$ cat config.mk
export PLATFORM = sky130hd
export DESIGN_NAME = gpc_mac
export DESIGN_NICKNAME = d
export VERILOG_FILES = /design/src/sv/gpc_pkg.sv /design/src/sv/gpc_mac.sv
export SDC_FILE = /design/constraint.sdc
export NUM_CORES = 2
export LEC_CHECK = 0
export ABC_AREA = 1
export ABC_CLOCK_PERIOD_IN_PS = 9500
export BUFFER_PORTS_ARGS = -buffer_cell sky130_fd_sc_hd__buf_4
export CAP_MARGIN = 20
export CORE_MARGIN = 2
export CORE_UTILIZATION = 60
export DETAILED_ROUTE_END_ITERATION = 16
export PLACE_DENSITY = 0.84
export SYNTH_ARGS = -nofsm -noshare
export SYNTH_HDL_FRONTEND = slang
export SYNTH_SLANG_ARGS = --single-unit
$ cat constraint.sdc
create_clock -name clk -period 9.5 [get_ports clk]
set_input_delay 0.95 -clock clk [delete_from_list [all_inputs] [get_ports clk]]
set_output_delay 0.95 -clock clk [all_outputs]
set_load 0.005 [all_outputs]
$ cat src/sv/gpc_pkg.sv
`timescale 1ns / 1ps
// Shared types, constants and helper functions for the cursor step block.
// No dependencies; every other file refers to it by scoped names.
package gpc_pkg;

  localparam int CORDIC_STEPS_DEF = 16;
  localparam int ATAN_COUNT       = 24;

  // Datapath widths: CORDIC registers, multiplier operands, accumulator.
  localparam int CW = 42;
  localparam int VW = 40;
  localparam int BW = 26;
  localparam int AW = 68;

  localparam logic [1:0] CMD_FWD   = 2'd0;
  localparam logic [1:0] CMD_BACK  = 2'd1;
  localparam logic [1:0] CMD_RIGHT = 2'd2;
  localparam logic [1:0] CMD_LEFT  = 2'd3;

  localparam logic [1:0] REG_POLAR = 2'd0;
  localparam logic [1:0] REG_STEP  = 2'd1;
  localparam logic [1:0] REG_TURN  = 2'd2;

  localparam logic signed [BW-1:0] INV_GAIN_Q24 = 26'sd10188014;
  localparam logic signed [31:0]   INV_GAIN_Q30 = 32'sd652032874;
  localparam logic [31:0]          HALF_TURN    = 32'h8000_0000;
  localparam logic [31:0]          QUARTER_TURN = 32'h4000_0000;
  localparam logic signed [VW-1:0] ON_PLAYER    = 40'sd65;

  typedef struct packed {
    logic                 en;
    logic                 clr;
    logic signed [VW-1:0] a;
    logic signed [BW-1:0] b;
  } mac_op_t;

  typedef struct packed {
    logic                 start;
    logic                 rot;
    logic signed [VW-1:0] x;
    logic signed [VW-1:0] y;
    logic [31:0]          t;
  } cor_req_t;

  function automatic logic [31:0] atan_lut(input logic [4:0] i);
    logic [31:0] v;
    unique case (i)
      5'd0:  v = 32'd536870912;
      5'd1:  v = 32'd316933406;
      5'd2:  v = 32'd167458907;
      5'd3:  v = 32'd85004756;
      5'd4:  v = 32'd42667331;
      5'd5:  v = 32'd21354465;
      5'd6:  v = 32'd10679838;
      5'd7:  v = 32'd5340245;
      5'd8:  v = 32'd2670163;
      5'd9:  v = 32'd1335087;
      5'd10: v = 32'd667544;
      5'd11: v = 32'd333772;
      5'd12: v = 32'd166886;
      5'd13: v = 32'd83443;
      5'd14: v = 32'd41722;
      5'd15: v = 32'd20861;
      5'd16: v = 32'd10430;
      5'd17: v = 32'd5215;
      5'd18: v = 32'd2608;
      5'd19: v = 32'd1304;
      5'd20: v = 32'd652;
      5'd21: v = 32'd326;
      5'd22: v = 32'd163;
      5'd23: v = 32'd81;
      default: v = 32'd0;
    endcase
    return v;
  endfunction

  function automatic logic signed [31:0] sat32(input logic signed [47:0] v);
    logic signed [31:0] r;
    if (v > 48'sd2147483647) begin
      r = 32'sh7fff_ffff;
    end else if (v < -48'sd2147483648) begin
      r = 32'sh8000_0000;
    end else begin
      r = v[31:0];
    end
    return r;
  endfunction

  function automatic logic signed [15:0] clamp16(input logic signed [23:0] v);
    logic signed [15:0] r;
    if (v > 24'sd32767) begin
      r = 16'sh7fff;
    end else if (v < -24'sd32768) begin
      r = 16'sh8000;
    end else begin
      r = v[15:0];
    end
    return r;
  endfunction

endpackage

$ cat src/sv/gpc_mac.sv
`timescale 1ns / 1ps
// Shared signed multiply-accumulate unit, one product per cycle.
// Depends on gpc_pkg.
module gpc_mac (
  input  logic                          clk,
  input  gpc_pkg::mac_op_t              op,
  output logic signed [gpc_pkg::AW-1:0] acc
);

  logic signed [gpc_pkg::VW+gpc_pkg::BW-1:0] prod;

  assign prod = $signed(op.a) * $signed(op.b);

  always_ff @(posedge clk) begin
    if (op.en) begin
      acc <= (op.clr ? '0 : acc) + gpc_pkg::AW'(prod);
    end
  end

endmodule

Yosys cells after proc, flatten, opt, wreduce, memory -nomap -nowiden --
Cells that the tools add are included.
Word-level totals: register bits after elaboration 68, output and inout bits 68, word-level logic and storage cells 4
Operators by class: $add $sub $neg 1, $mul 1, mux-type cells 1
Operator list (number):
- $add 68x68->68 | 1
- $mux 68 | 1
- $mul 40x26->66 | 1

Logic depth before layout (Yosys ltp) --
depth after elaboration 2, gate-level depth with buffers 45, mapped depth without buffers 43

Least setup slack after synthesis --
OpenSTA, ideal clock, no wires.
kind input -> register, start point in op[65] in the netlist's numbering, end point reg acc[54] in the netlist's numbering (data pin), setup time 0.253 ns, arrival time 8.117 ns, path slack 1.130 ns, cell stages on the path 37, path through clkbuf_1 > clkbuf_1 > nand2_1 > inv_1 > fa_1 > fa_1 > fa_1 > buf_2 > inv_1 > fa_1 > inv_1 > fa_1 > inv_1 > fa_1 > inv_1 > ha_1 > nand2_1 > nor2_2 > inv_2 > nor2_2 > inv_1 > nor2_1 > inv_1 > nor3_2 > nand2_1 > o211ai_1 > xor2_1 > ha_1 > nand2_1 > nor2_1 > inv_1 > nor2_1 > inv_1 > nor4_1 > nand2_1 > nand4_1 > nand2_1
Between the ends: word-level cells in the longest chain between the ends 2
RTL lines:
- start: declaration | line gpc_mac.sv:6 | input gpc_pkg::mac_op_t op,
- $mul 40x26->66 | line gpc_mac.sv:12 | assign prod = $signed(op.a) * $signed(op.b);
- $add 68x68->68 | line gpc_mac.sv:16 | acc <= (op.clr ? '0 : acc) + gpc_pkg::AW'(prod);
- end signal: assignment | line gpc_mac.sv:16
- end: declaration | line gpc_mac.sv:7 | output logic signed [gpc_pkg::AW-1:0] acc
Every way passes these cells. A chain may end at the register's enable or synchronous reset.

Worst setup path in the final report --
start point in op[2] in the netlist's numbering, end point reg acc[43] in the netlist's numbering (data pin)
The elaborated chain is that of the path after synthesis.

==> impl_metrics.py <==
metrics = {
    "die": {
        "floorplan.initialDensity": 0.606,
        "ios": 137,
        "core_um2": 74400,
        "die_y_um": 278,
        "die-area_um2": 77400,
        "num_rows": 100,
        "dieWidth_um": 278,
    },
    "critical_path": {
        "cpMaxStageDelayCell": "fa_1",
        "cp.required_ns": 9.61,
        "worstSetupStartpoint": "op[2]",
        "worstPathArrival_ns": 9.26,
        "endpoint_kind": "flop",
        "cp_common_cell": "nand2_1",
        "crit_type": "input pin to flop",
        "regToRegStartpoint": "acc[0]$_DFFE_PP_",
        "crit_fanout": 20,
        "r2r_cells": 14,
        "cpPeakStageDelay_ns": 0.57,
        "start_kind": "input pin",
    },
    "clocking": {
        "clk_pin_slew_ns": 0.07,
        "postCtsHoldBufs": 0,
        "root_buffer": "clkbuf_16",
        "clk-insertion-delay-late_ns": 0.38,
        "htree_levels": 3,
        "cts_tree": "done",
        "cts_inserted_buffers": 9,
        "cts.sinks": 68,
        "clockBufferDepth": 2,
    },
    "timing": {
        "hold_viol": 0,
        "timing.hold.ws_ns": 0.739,
        "slew_headroom": 0.273,
        "worstMarginPinSlew_ns": 1.09,
        "post-route-period-util": 0.964,
        "setup_viol": 0,
        "fin_crit_ns": 9.15,
        "slew_viol_final": 0,
        "clock_skew_ns": 0.0158,
        "fmax_mhz": 109,
    },
    "synth": {
        "syn_avg_cell_area_um2": 7.53,
        "yosysMostFrequentCell": "inv_1",
        "synth_top_family_by_area": "adder cells",
        "synth_compound_area_frac": 0.0454,
        "yosysSeqAreaShare": 0.0453,
        "yosysTopAreaCellShare": 0.465,
        "synth-simple-area-share": 0.190,
        "synth_xor_xnor_area_share": 0.0212,
        "yosysTopAreaCell": "fa_1",
        "synth_edf_count": 68,
        "synthFlopType": "edfxtp_1",
        "yosys_warnings": 0,
        "muxShareOfSynthArea": 0,
        "synth-seq-cells": 68,
        "async_reset_ff_frac": 0,
        "synth_area_um2": 45100,
        "netlist_top_cells_count": "inv_1 (1753), nand2_1 (1558), fa_1 (1047), nor2_1 (367), ha_1 (241)",
        "synth_cells": 5992,
        "yosys.area_share.adder": 0.531,
        "yosysUniqueCellTypes": 43,
        "synth_nets": 7349,
        "netlist_top_cells_area": "fa_1 (46%), inv_1 (15%), nand2_1 (13%)",
    },
    "place": {
        "placed_area_um2": 47900,
        "dp_hpwl_um": 121000,
        "place.gp.congestion": 1.03,
        "portBuffers": 136,
        "place_inst": 7052,
    },
    "final_layout": {
        "reg_top3": "acc (68)",
        "final_util": 0.648,
        "max_flop_register": "acc",
        "stdcell_count": 7069,
        "final_nets": 7452,
        "fin_area_um2": 48200,
        "largest_reg_flops": 68,
        "synthToLayoutAreaGrowth_pct": 6.93,
        "drive_gt1_frac": 0.0726,
    },
    "global_route": {
        "grt_pass1_vias": 41900,
        "antenna_found_initial": 5,
        "grt_use_total": 0.376,
        "grt.overflow.total": 0,
        "grt_pass1_wl_um": 225000,
        "grt_max_degree": 69,
    },
    "worst_hold_path": {
        "min-delay-start": "acc[0]$_DFFE_PP_",
        "hold_path_depth": 3,
        "hp-class": "flop to flop",
    },
    "detailed_routing": {
        "drt_iter0_drc": 3350,
        "wl_per_cell_um": 19.8,
        "vias": 38800,
        "antenna_left": 0,
        "route.detailed.drc": 0,
        "viasPerCell": 5.49,
        "dr.pass1.iters": 6,
        "wl_um": 140000,
    },
    "job": {
        "cap_violations": 0,
    },
    "run_status": {
        "outcome": "complete, no violations",
    },
}
## cell type report
cell class,count,area (um^2)
Clock buffer,9,225
Tap cell,969,1210
Fill cell,6325,26200
Inverter,1771,6650
Clock inverter,6,41.3
Sequential cell,68,2040
Antenna cell,1,2.50
Multi-Input combinational cell,3919,35600
Timing Repair Buffer,326,2500
## stage by stage
step / setup slack (ns) / TNS (ns)
after global routing: -0.0119 / -0.0119
after floorplan: 1.13 / 0
after global placement: -0.354 / -1.54
after detailed placement: -0.342 / -1.04
after CTS: 0.169 / 0
final: 0.346 / 0
## layer usage
| layer | GRT usage | vias up | wire (um) |
|---|---|---|---|
| met5 | 0 | - | 51 |
| met3 | 0.0612 | 425 | 13000 |
| met1 | 0.496 | 19100 | 54200 |
| met2 | 0.631 | 2099 | 66800 |
| li1 | - | 17200 | - |
| met4 | 0.136 | 8 | 5660 |
## cells by family (layout without fill, tap and decap cells)
family,count (synthesis),count (layout)
other cells,0,1
xor+xnor,109,109
compound gates,366,366
fa+ha+maj,1288,1288
buf+inv,2005,2112
simple gates,2156,2156
flops,68,68
## worst max-delay path: cells and delay by family
kind	cells	cell delay, ns
buffers and inverters	8	0.95
XOR/XNOR	1	0.12
AO/OA/AOI/OAI	2	0.48
AND/OR/NAND/NOR	15	2.38
adder cells (fa/ha/maj)	9	4.35
## worst paths after layout
check / endpoint / slack (ns)
min: acc[0]$_DFFE_PP_ / 0.74
min reg2reg: acc[0]$_DFFE_PP_ / 0.74
max reg2reg: acc[60]$_DFFE_PP_ / 6.45
max: acc[43]$_DFFE_PP_ / 0.35
## placed cells by master, fill, tap and decap left out, types with 4 or more instances in the layout
cell type  count
o21ai_1        8
nor4_1         5
buf_6          8
nand2_2       20
a21oi_2        4
nand3_2        6
xnor2_1       21
o21ai_0       94
nor2_2        27
o211ai_1       5
nand3_1       94
buf_4        316
nand3b_1       6
a31oi_1        6
nor2_1       366
inv_1       1753
or2_2         14
fa_1        1044
nor3_1        27
nand4_1       21
o21bai_1      33
a21boi_0       5
clkbuf_16      9
xor2_1        87
ha_1         241
a21oi_1      183
nand2_1     1558
a21o_1        14
edfxtp_1      68
inv_2         17
o21a_1         6
## repair_timing
action                     in CTS  in global routing
gates resized for setup         1                 13
cloned                          0                  0
buffers inserted                0                  1
pin swaps                       0                  2
setup endpoints to repair       1                  9
Power is left out: the tool's default activity adds up to more than one toggle a clock period on the data nets, which glitch-free logic cannot reach.
