--- config.mk ---
export PLATFORM = sky130hd
export DESIGN_NAME = gpc_cordic
export DESIGN_NICKNAME = d
export VERILOG_FILES = /design/src/sv/gpc_pkg.sv /design/src/sv/gpc_cordic.sv
export SDC_FILE = /design/constraint.sdc
export NUM_CORES = 1
export LEC_CHECK = 0
export ABC_AREA = 1
export BUFFER_PORTS_ARGS = -buffer_cell sky130_fd_sc_hd__buf_2
export CELL_PAD_IN_SITES_DETAIL_PLACEMENT = 0
export CELL_PAD_IN_SITES_GLOBAL_PLACEMENT = 1
export CORE_AREA = 2 2 231 233
export DETAILED_ROUTE_END_ITERATION = 16
export DIE_AREA = 0 0 233 235
export GPL_ROUTABILITY_DRIVEN = 0
export PLACE_DENSITY = 0.83
export REMOVE_ABC_BUFFERS = 1
export SYNTH_ARGS = -nofsm -noshare
export SYNTH_HDL_FRONTEND = slang
export SYNTH_SLANG_ARGS = --single-unit
--- constraint.sdc ---
create_clock -name clk -period 13.3 [get_ports clk]
set_clock_uncertainty 0.1 [all_clocks]
set_input_delay 2.66 -clock clk [delete_from_list [all_inputs] [get_ports clk]]
set_output_delay 2.66 -clock clk [all_outputs]
set_load 0.02 [all_outputs]
--- src/sv/gpc_pkg.sv ---
`timescale 1ns / 1ps
// Shared types, constants and helper functions for the cursor step block.
// No dependencies; every other file refers to it by scoped names.
package gpc_pkg;

  localparam int CORDIC_STEPS_DEF = 16;
  localparam int ATAN_COUNT       = 24;

  // Datapath widths: CORDIC registers, multiplier operands, accumulator.
  localparam int CW = 42;
  localparam int VW = 40;
  localparam int BW = 26;
  localparam int AW = 68;

  localparam logic [1:0] CMD_FWD   = 2'd0;
  localparam logic [1:0] CMD_BACK  = 2'd1;
  localparam logic [1:0] CMD_RIGHT = 2'd2;
  localparam logic [1:0] CMD_LEFT  = 2'd3;

  localparam logic [1:0] REG_POLAR = 2'd0;
  localparam logic [1:0] REG_STEP  = 2'd1;
  localparam logic [1:0] REG_TURN  = 2'd2;

  localparam logic signed [BW-1:0] INV_GAIN_Q24 = 26'sd10188014;
  localparam logic signed [31:0]   INV_GAIN_Q30 = 32'sd652032874;
  localparam logic [31:0]          HALF_TURN    = 32'h8000_0000;
  localparam logic [31:0]          QUARTER_TURN = 32'h4000_0000;
  localparam logic signed [VW-1:0] ON_PLAYER    = 40'sd65;

  typedef struct packed {
    logic                 en;
    logic                 clr;
    logic signed [VW-1:0] a;
    logic signed [BW-1:0] b;
  } mac_op_t;

  typedef struct packed {
    logic                 start;
    logic                 rot;
    logic signed [VW-1:0] x;
    logic signed [VW-1:0] y;
    logic [31:0]          t;
  } cor_req_t;

  function automatic logic [31:0] atan_lut(input logic [4:0] i);
    logic [31:0] v;
    unique case (i)
      5'd0:  v = 32'd536870912;
      5'd1:  v = 32'd316933406;
      5'd2:  v = 32'd167458907;
      5'd3:  v = 32'd85004756;
      5'd4:  v = 32'd42667331;
      5'd5:  v = 32'd21354465;
      5'd6:  v = 32'd10679838;
      5'd7:  v = 32'd5340245;
      5'd8:  v = 32'd2670163;
      5'd9:  v = 32'd1335087;
      5'd10: v = 32'd667544;
      5'd11: v = 32'd333772;
      5'd12: v = 32'd166886;
      5'd13: v = 32'd83443;
      5'd14: v = 32'd41722;
      5'd15: v = 32'd20861;
      5'd16: v = 32'd10430;
      5'd17: v = 32'd5215;
      5'd18: v = 32'd2608;
      5'd19: v = 32'd1304;
      5'd20: v = 32'd652;
      5'd21: v = 32'd326;
      5'd22: v = 32'd163;
      5'd23: v = 32'd81;
      default: v = 32'd0;
    endcase
    return v;
  endfunction

  function automatic logic signed [31:0] sat32(input logic signed [47:0] v);
    logic signed [31:0] r;
    if (v > 48'sd2147483647) begin
      r = 32'sh7fff_ffff;
    end else if (v < -48'sd2147483648) begin
      r = 32'sh8000_0000;
    end else begin
      r = v[31:0];
    end
    return r;
  endfunction

  function automatic logic signed [15:0] clamp16(input logic signed [23:0] v);
    logic signed [15:0] r;
    if (v > 24'sd32767) begin
      r = 16'sh7fff;
    end else if (v < -24'sd32768) begin
      r = 16'sh8000;
    end else begin
      r = v[15:0];
    end
    return r;
  endfunction

endpackage

--- src/sv/gpc_cordic.sv ---
`timescale 1ns / 1ps
// Iterative CORDIC, one micro-rotation per cycle, vectoring or rotation mode.
// Depends on gpc_pkg.
module gpc_cordic #(
  parameter int STEPS = gpc_pkg::CORDIC_STEPS_DEF
) (
  input  logic                          clk,
  input  logic                          rst,
  input  gpc_pkg::cor_req_t             req,
  output logic                          busy,
  output logic                          done,
  output logic signed [gpc_pkg::CW-1:0] x_out,
  output logic signed [gpc_pkg::CW-1:0] y_out,
  output logic [31:0]                   ang_out
);

  localparam int ITERS = (STEPS < gpc_pkg::ATAN_COUNT) ? STEPS : gpc_pkg::ATAN_COUNT;
  localparam int CNTW  = $clog2(ITERS);
  localparam logic [CNTW-1:0] LAST = CNTW'(ITERS - 1);

  logic signed [gpc_pkg::CW-1:0] x, y, dx, dy;
  logic signed [33:0]            z, at;
  logic [CNTW-1:0]               cnt;
  logic                          rot, dn;
  logic [31:0]                   tf, t2;

  always_comb begin
    dx = y >>> cnt;
    dy = x >>> cnt;
    at = signed'({2'b00, gpc_pkg::atan_lut(5'(cnt))});
    // down: x -= dx, y += dy, z -= atan
    dn = rot ? !z[33] : !(!y[gpc_pkg::CW-1] && (y != '0));
    tf = req.t + gpc_pkg::QUARTER_TURN;
    t2 = tf[31] ? req.t + gpc_pkg::HALF_TURN : req.t;
  end

  always_ff @(posedge clk) begin
    if (rst) begin
      busy <= 1'b0;
      done <= 1'b0;
    end else begin
      done <= 1'b0;
      if (req.start) begin
        busy <= 1'b1;
        cnt  <= '0;
        rot  <= req.rot;
        if (req.rot) begin
          x <= tf[31] ? -gpc_pkg::CW'(gpc_pkg::INV_GAIN_Q30)
                      : gpc_pkg::CW'(gpc_pkg::INV_GAIN_Q30);
          y <= '0;
          z <= signed'({{2{t2[31]}}, t2});
        end else if (req.x[gpc_pkg::VW-1]) begin
          x <= -gpc_pkg::CW'(req.x);
          y <= -gpc_pkg::CW'(req.y);
          z <= signed'({2'b00, gpc_pkg::HALF_TURN});
        end else begin
          x <= gpc_pkg::CW'(req.x);
          y <= gpc_pkg::CW'(req.y);
          z <= '0;
        end
      end else if (busy) begin
        if (dn) begin
          x <= x - dx;
          y <= y + dy;
          z <= z - at;
        end else begin
          x <= x + dx;
          y <= y - dy;
          z <= z + at;
        end
        cnt <= cnt + 1'b1;
        if (cnt == LAST) begin
          busy <= 1'b0;
          done <= 1'b1;
        end
      end
    end
  end

  assign x_out   = x;
  assign y_out   = y;
  assign ang_out = z[31:0];

endmodule

======== After elaboration in Yosys (flattened, before gate mapping) ========
Memory sizes are Yosys's and may differ from the RTL's. A register that Yosys moved wholly into a read port is not among the register bits.
Cells that the tools add are included.
operators by class
  $add $sub $neg .......................... 11
  eq/ne operators ......................... 1
  shift-type cells ........................ 2
  muxes and demuxes ....................... 25
  bitwise logic cells ..................... 2
  reduce and logical (&&, ||, !) cells .... 9
operator list
  operator                                        count
  two-way mux 42 bit                              11
  two-way mux 34 bit                              4
  adder 42 bit                                    2
  negation 40 -> 42 bit                           2
  >>> shifter 42 x 4 -> 42 bit                    2
  subtractor 42 bit                               2
  two-way mux 32 bit                              2
  nonzero test 42 bit                             1
  adder 34 x 33 -> 34 bit                         1
  subtractor 34 x 33 -> 34 bit                    1
  adder 32 x 31 -> 32 bit, second input constant  1
  adder 32 bit, second input constant             1
  two-way mux 4 bit                               3
  two-way mux 1 bit                               5
  adder 4 x 1 -> 4 bit, second input constant     1
  == test 4 bit, second input constant            1
  AND reduction 2 bit                             2
  logical NOT 1 bit                               3
  OR reduction 3 bit                              1
  inverter 1 bit                                  2
  nonzero test 2 bit                              1
  logical AND 1 bit                               1
word-level totals
  register bits ........................... 125
  ROM bits ................................ 480
  bits of input ports ..................... 116
  output and inout bits ................... 118
  logic and storage cells ................. 58
  memories kept ........................... 1
memories
  memory            words  bits a word  read ports  clocked after Yosys merged registers in  write ports  line           RTL
  (name not given)  16     30           1           1                                        0            gpc_pkg.sv:47  unique case (i)

======== Longest topological paths before layout ========
Gate-level depths: netlist of run 1.
  depth after elaboration ................. 7
  gate-level depth with buffers ........... 33
  mapped depth without buffers ............ 31

======== Worst setup path before layout of run 1 ========
OpenSTA, ideal clock, no wires.
  kind .................................... input to register
  start ................................... in req[113] (netlist name)
  end ..................................... reg, netlist name at[1]
  setup time .............................. 0.118 ns
  data arrival time ....................... 7.829 ns
  required time ........................... 13.082 ns
  slack ................................... 5.253 ns
  cell stages on the path ................. 14
  buffers on the path ..................... 1
  cells stage by stage .................... buf_2 inv_1 nor2_1 inv_1 nand2_1 o21ai_0 inv_1 ha_1 inv_1 nor2_1 o21ai_0 inv_1 nor2_1 nand2_1
between the ends
  longest elaborated chain between the ends .. 3
  elaborated cells on any way between the ends .. 4
  those cells by class .................... mux (2); reduce/logical (2)
RTL lines
  what                             line             RTL
  start, declared                  gpc_cordic.sv:9  input gpc_pkg::cor_req_t req,
  nonzero test 2 bit (no line)     --
  AND reduction 2 bit (no line)    --
  two-way mux 4 bit (no line) (*)  --
Mark *: on every way between the ends. The rest lies on a longest branch, timed or not.
A chain may end at the register's enable or synchronous reset.

======== Worst setup path after layout of run 1 ========
  start ................................... reg cnt[1]
  end ..................................... reg y (netlist bit y_out[26]) (data pin)
between the ends
  longest elaborated chain between the ends .. 5
  elaborated cells on any way between the ends .. 6
  those cells by class .................... add/sub (2); shift (1); mux (3)
RTL lines
  what                                                      line                                RTL
  start, declared                                           gpc_cordic.sv:23                    logic [CNTW-1:0] cnt;
  start signal, assigned                                    gpc_cordic.sv:71                    cnt <= cnt + 1'b1;
  >>> shifter 42 x 4 -> 42 bit (*)                          gpc_cordic.sv:29                    dy = x >>> cnt;
  subtractor 42 bit / adder 42 bit (equally long branches)  gpc_cordic.sv:68, gpc_cordic.sv:64
  two-way mux 42 bit (*)                                    gpc_cordic.sv:62                    if (dn) begin
  two-way mux 42 bit (*)                                    gpc_cordic.sv:61                    end else if (busy) begin
  two-way mux 42 bit (*)                                    gpc_cordic.sv:43                    if (req.start) begin
  end signal, assigned                                      gpc_cordic.sv:58                    y <= gpc_pkg::CW'(req.y);
  end signal, assigned                                      gpc_cordic.sv:64                    y <= y + dy;
  end signal, assigned                                      gpc_cordic.sv:68                    y <= y - dy;
  end, declared                                             gpc_cordic.sv:21                    logic signed [gpc_pkg::CW-1:0] x, y, dx, dy;
Mark *: on every way between the ends. The rest lies on a longest branch, timed or not. The select of a mux whose other input is x is not followed.

==> impl_metrics.json, run 1 <==
{
  "vdd_drop_max_mv": 0.141,
  "postSynthCellCount": 3875,
  "die_y_um": 235,
  "drt_iter0_markers": 2793,
  "cts_resized": 0,
  "cp_top_family": "buffers and inverters",
  "post-cts-setup-buffers": 0,
  "crit_required_ps": 13440,
  "critPathBufInv": 6,
  "wl_per_cell_um": 18.5,
  "tritoncts": "done",
  "leakage_nw": 11.7,
  "cts_num_sinks": 155,
  "cts-buffers-inserted": 17,
  "final_cell_mix": "nand2_1, nand3_1, nor2_1, inv_1, o21ai_0",
  "rows": 84,
  "fp.coreArea_um2": 52200,
  "endpoint_kind": "flip-flop",
  "cts_root_buf": "clkbuf_16",
  "die_w_um": 233,
  "hold_buffers": 0,
  "max_stage_delay_ps": 680,
  "worstPathArrival_ps": 6530,
  "post-route-min-period_ps": 6390,
  "relSlewSlack_pct": 27.9,
  "async_reset_ff_share_pct": 0,
  "diodes": 0,
  "hold_class": "flip-flop to flip-flop",
  "portBuffers": 233,
  "slowest_stage": "buf_4",
  "die_area_um2": 54800,
  "slew_violations": 0,
  "cts.clk_slew.worst_paths_ps": 60,
  "floorplan.initialDensity_pct": 44.4,
  "drive_above_1_share_pct": 9.90,
  "synth.distinct_cells": 65,
  "drtPass1Iterations": 6,
  "worstPathMaxFanout": 83,
  "grt_usage_pct": 31.1,
  "final.setup.tns_ps": 0,
  "synth-main-ff-cell": "edfxtp_1",
  "clockBufferDepth": 2,
  "drtAntennaViolNets": 0,
  "area_growth_pct": 8.06,
  "grt_pass1_wl_mm": 134,
  "start_kind": "flip-flop",
  "drcViolationCount": 0,
  "power.density_nw_per_um2": 212,
  "setup_viol": 0,
  "viasPerCell": 5.62,
  "yosysWarnings": 0,
  "grt_pass1_vias": 24000,
  "path_class": "flip-flop to flip-flop",
  "crit_top_cell": "nand2_1",
  "hold_violations": 0,
  "synth-seq-cells": 155,
  "fmax_mhz": 157,
  "grt_max_degree": 91,
  "pin_count": 234,
  "wl_mm": 86.7,
  "layout_commonest_cell": "nand2_1",
  "synth-edff-count": 123,
  "vias": 26400,
  "avgSynthCellArea_um2": 5.99,
  "status": "complete, no violations",
  "grt_overflow": 0,
  "final_cell_area_um2": 25100,
  "fin_crit_sh_pct": 48.0,
  "yosysSeqAreaShare_pct": 18.7,
  "nets": 4241,
  "antenna_found_initial": 0,
  "postPlaceCellArea_um2": 24500,
  "rsz0062_at_grt": "false",
  "insertion_delay_ps": 510,
  "tightest_slew_ps": 1070,
  "syn-cell-area_um2": 23200,
  "hpwlAfterDp_mm": 70.3,
  "cap_violations": 0,
  "cts_max_level": 4
}
-- final cells by class --
type	instances	area [µm²]
Inverter	396	1490
Tap cell	688	861
Multi-Input combinational cell	3168	16500
Timing Repair Buffer	250	1300
Clock inverter	14	128
Clock buffer	18	450
Sequential cell	155	4330
Fill cell	5733	27200
-- per-layer routing --
metal  up-vias  global-route usage, %  wire, µm
met3       113                   4.77      6230
li1      13200                      -         -
met5         -                      0         0
met4         0                   9.88      2540
met2      1027                   49.6     39000
met1     12000                   43.0     38900
-- flip-flops by register name (all words and copies together) (netlist names) --
register	count
y_out	42
at	30
busy	1
x_out	42
done	1
cnt	4
z	34
rot	1
-- stage by stage --
stage,total power [W],utilization (%),instances,worst slack [ps],hold slack [ps]
after global placement,0.00475,46.9,4657,6700,439
after floorplan,0.00362,-,3719,4890,477
after detailed placement,0.00474,46.9,4657,6540,425
after CTS,0.00528,48.0,4689,7090,440
after global routing,0.00580,48.0,4689,6500,462
final,0.00533,48.0,4689,6910,421
-- worst min-delay path: stages, from the launching register on --
cell and delay (ps):
dfxtp_1 320, nand3_1 110, nor3_1 50
-- path summary, 6_finish.rpt --
| check | slack [ps] | endpoint | cells past startpoint | startpoint |
|---|---|---|---|---|
| setup / recovery | 6910 | y_out[26]$_DFFE_PP_ | 27 | cnt[1]$_SDFFCE_PP0P_ |
| hold / removal | 420 | done$_SDFF_PP0_ | 2 | busy$_SDFF_PP0_ |
| setup reg to reg | 6910 | y_out[26]$_DFFE_PP_ | 27 | cnt[1]$_SDFFCE_PP0P_ |
| hold reg to reg | 420 | done$_SDFF_PP0_ | 2 | busy$_SDFF_PP0_ |
-- cells by family after synthesis --
group                    synth area share (%)
AND/OR/NAND/NOR                          39.7
multiplexers                            0.129
flip-flops                               18.7
XOR/XNOR                                 6.38
buffers and inverters                    10.2
AO/OA/AOI/OAI                            17.4
adder cells (fa/ha/maj)                  7.48
-- Yosys cell counts, types with 17 or more instances --
| cell type | instances | area (µm²) |
|---|---|---|
| nand2_1 | 964 | 3620 |
| nor3_1 | 59 | 295 |
| buf_2 | 31 | 155 |
| a31oi_1 | 31 | 194 |
| o21ai_0 | 281 | 1410 |
| edfxtp_1 | 123 | 3690 |
| o21ai_1 | 32 | 160 |
| or2_2 | 18 | 113 |
| ha_1 | 134 | 1680 |
| xnor2_1 | 57 | 499 |
| inv_1 | 381 | 1430 |
| nor2_1 | 445 | 1670 |
| buf_1 | 17 | 63.8 |
| clkbuf_1 | 56 | 210 |
| nand3_1 | 500 | 2500 |
| o21bai_1 | 20 | 150 |
| nand4_1 | 42 | 263 |
| a21oi_1 | 253 | 1270 |
| nand2_2 | 32 | 200 |
| buf_4 | 38 | 285 |
| dfxtp_1 | 32 | 641 |
| xor2_1 | 112 | 981 |
| o211ai_1 | 17 | 128 |
| a21o_1 | 19 | 143 |
-- where the power goes --
part | leakage (nW) | switching (W) | internal (W)
Clock | 0.293 | 0.000235 | 0.000271
Combinational | 9.96 | 0.00259 | 0.00126
Sequential | 1.47 | 0.000234 | 0.000737
Total | 11.7 | 0.00306 | 0.00227
Note: power is estimated with default switching activity, not from simulation.
==> run 2: changes to the inputs <==
--- a/config.mk
+++ b/config.mk
@@ -5,15 +5,15 @@
 export SDC_FILE = /design/constraint.sdc
 export NUM_CORES = 1
 export LEC_CHECK = 0
-export ABC_AREA = 1
+export ABC_AREA = 0
 export BUFFER_PORTS_ARGS = -buffer_cell sky130_fd_sc_hd__buf_2
 export CELL_PAD_IN_SITES_DETAIL_PLACEMENT = 0
 export CELL_PAD_IN_SITES_GLOBAL_PLACEMENT = 1
-export CORE_AREA = 2 2 231 233
+export CORE_AREA = 2 2 230 232
 export DETAILED_ROUTE_END_ITERATION = 16
-export DIE_AREA = 0 0 233 235
+export DIE_AREA = 0 0 232 234
 export GPL_ROUTABILITY_DRIVEN = 0
-export PLACE_DENSITY = 0.83
+export PLACE_DENSITY = 0.76
 export REMOVE_ABC_BUFFERS = 1
 export SYNTH_ARGS = -nofsm -noshare
 export SYNTH_HDL_FRONTEND = slang
==> constraint.sdc (replaced) <==
create_clock -name clk -period 5.85 [get_ports clk]
set_clock_uncertainty 0.1 [all_clocks]
set_input_delay 1.17 -clock clk [delete_from_list [all_inputs] [get_ports clk]]
set_output_delay 1.17 -clock clk [all_outputs]
set_load 0.02 [all_outputs]
==> impl_metrics.json, run 2 <==
{
  "rrSetupSlack_ps": 6,
  "grt_usage_pct": 29.7,
  "die_y_um": 234,
  "cap_violations": 0,
  "fp.coreArea_um2": 52000,
  "rsz0062_at_grt": "true",
  "endpoint_kind": "flip-flop",
  "worst_r2r_endpoint": "x_out[40]$_DFFE_PP_",
  "synthAdderAreaFrac_pct": 8.07,
  "die_w_um": 232,
  "slew_violations": 0,
  "synth_top_area_share_pct": 17.2,
  "yosysSeqAreaShare_pct": 20.1,
  "async_reset_ff_share_pct": 0,
  "fmax_mhz": 171,
  "synth-xor-area-share_pct": 11.0,
  "wl_per_cell_um": 21.6,
  "hold_buffers": 0,
  "synth-seq-cells": 155,
  "avgSynthCellArea_um2": 8.24,
  "synth.distinct_cells": 94,
  "grt_overflow": 0,
  "cts_num_sinks": 155,
  "cts.clk_slew.worst_paths_ps": 80,
  "final_util_pct": 52.1,
  "insertion_delay_ps": 510,
  "start_kind": "flip-flop",
  "yosysWarnings": 0,
  "leakage_nw": 11.5,
  "post-route-min-period_ps": 5840,
  "hold_depth": 2,
  "status": "complete, no violations",
  "final.setup.tns_ps": 0,
  "pin_count": 234,
  "min_from": "busy$_SDFF_PP0_",
  "vias": 23000,
  "setup_viol": 0,
  "layout_commonest_cell": "buf_4",
  "cts_root_buf": "clkbuf_16",
  "synth-main-ff-cell": "edfxtp_1",
  "synth-edff-count": 123,
  "worst_slack_ps": 6.36,
  "hold_violations": 0,
  "power.density_nw_per_um2": 473,
  "drcViolationCount": 0,
  "drt-met1-wl_mm": 33.9,
  "cts-buffers-inserted": 17,
  "postSynthCellCount": 2612,
  "floorplan.initialDensity_pct": 41.4,
  "drive_above_1_share_pct": 28.7,
  "wl_mm": 83.0,
  "drtAntennaViolNets": 0,
  "syn-cell-area_um2": 21500,
  "path_class": "flip-flop to flip-flop",
  "hpwlAfterDp_mm": 64.3,
  "hold_class": "flip-flop to flip-flop",
  "r2r.worst_path.cells": 21,
  "tightest_slew_ps": 1190,
  "clockBufferDepth": 2,
  "die_area_um2": 54300,
  "synth_compound_area_share_pct": 26.0,
  "min_delay_worst_endpoint": "done$_SDFF_PP0_",
  "crit_required_ps": 6020,
  "yosys-top-cells-area": "edfxtp_1, ha_1, xnor2_1",
  "synth_top_family_by_area": "compound AO/OA/AOI/OAI gates",
  "worstPathArrival_ps": 6010,
  "vdd_drop_max_mv": 0.297,
  "yosys.area.top_type": "edfxtp_1",
  "top_layer": "met5",
  "tritoncts": "done",
  "area_growth_pct": 26.0,
  "grt_max_degree": 102,
  "synthSimpleGateAreaFrac_pct": 16.7,
  "final_cell_mix": "buf_4, nand2_1, buf_2, o21ai_0, a21oi_1",
  "worstPathMaxFanout": 5,
  "antenna_found_initial": 16,
  "drt_iter0_markers": 1734,
  "nets": 3384,
  "viasPerCell": 6.00,
  "muxShareOfSynthArea_pct": 12.6,
  "relSlewSlack_pct": 20.7,
  "preCtsSetupSlack_ps": -62.3,
  "design_power_total_w": 0.0128,
  "rows": 84,
  "yosys-top-cells-count": "nand2_1, o21ai_0, a21oi_1, nor2_1, xnor2_1",
  "grt_pass1_vias": 22300,
  "cts_max_level": 4,
  "grt_pass1_wl_mm": 125,
  "wl_met3_mm": 6.17,
  "r2r-start": "cnt[1]$_SDFFCE_PP0P_",
  "portBuffers": 233,
  "met2_length_mm": 39.1,
  "drtPass1Iterations": 6,
  "fin_crit_sh_pct": 99.9
}
-- run 2: cell count changes after synthesis, moves of 35 or more --
cell	previous run	this run
nand2_1	964	241
nand3_1	500	42
inv_1	381	67
nor2_1	445	188
xnor2_1	57	147
mux2i_1	3	79
a21oi_1	253	197
a21o_1	19	71
mux2_2	0	51
o21ai_0	281	241
o22ai_1	7	46
o31ai_1	7	44
mux4_2	0	35
-- run 2: logic make-up after synthesis --
group,Yosys count
multiplexers,186
adder cells (fa/ha/maj),137
AND/OR/NAND/NOR,748
flip-flops,155
buffers and inverters,236
AO/OA/AOI/OAI,879
XOR/XNOR,271
-- run 2: per-stage QoR --
stage          instance area (µm²)  instances  hold WS, ps
2_1_floorplan                20600       2444          555
3_3_place_gp                 25800       3762          562
3_5_place_dp                 25800       3762          553
4_1_cts                      26400       3794          570
5_1_grt                      27100       3836          606
6_report                     27100       3839          571
-- run 2: cell type report --
type / count / area [µm²]
antenna: 7 / 17.5
clock buffer: 17 / 425
clock inverter: 15 / 175
fill: 4993 / 24900
inverter: 68 / 258
multi-input combinational: 2221 / 16400
sequential: 155 / 4330
tap: 688 / 861
timing repair buffer: 668 / 4670
-- run 2: repair_timing --
action | 4_1_cts | 5_1_grt
cloned | 0 | 3
endpoints found under the setup margin | 5 | 33
setup buffers | 0 | 36
pin swaps | 0 | 37
resized for setup | 8 | 99
-- run 2: layer usage --
layer	up-vias	track usage [%]
li1	10900	-
met1	11000	36.8
met2	940	50.4
met3	213	5.33
met4	16	13.3
met5	-	0
-- run 2: worst max path at each step --
stage / start / to / slack (ps) / cells past startpoint
detailed placement: cnt[1]$_SDFFCE_PP0P_ / y_out[30]$_DFFE_PP_ / -60 / 19
global route: cnt[1]$_SDFFCE_PP0P_ / x_out[40]$_DFFE_PP_ / -170 / 21
finish: cnt[1]$_SDFFCE_PP0P_ / x_out[40]$_DFFE_PP_ / 6 / 21
CTS: cnt[1]$_SDFFCE_PP0P_ / x_out[40]$_DFFE_PP_ / -8 / 22
floorplan: cnt[1]$_SDFFCE_PP0P_ / x_out[29]$_DFFE_PP_ / -2760 / 20
global placement: cnt[1]$_SDFFCE_PP0P_ / y_out[30]$_DFFE_PP_ / 50 / 19
-- run 2: power breakdown --
part / internal (W) / leakage, nW / switching [W]
Clock: 0.000609 / 0.287 / 0.000593
Combinational: 0.00457 / 9.73 / 0.00507
Sequential: 0.00161 / 1.46 / 0.000372
-- run 2: worst max-delay path: stages, from the launching register on --
cell,delay (ps)
edfxtp_1,400
buf_6,160
mux4_2,560
nand2b_4,170
o21a_1,120
o32ai_2,340
nand3_1,170
or3_4,420
nor2_4,120
o32a_1,170
o22ai_2,70
ha_1,300
a21o_1,160
a21o_1,150
a21o_1,160
or3_1,360
o21a_1,200
a311o_1,450
a211oi_2,330
nor4_2,70
or3_1,380
a31o_2,240
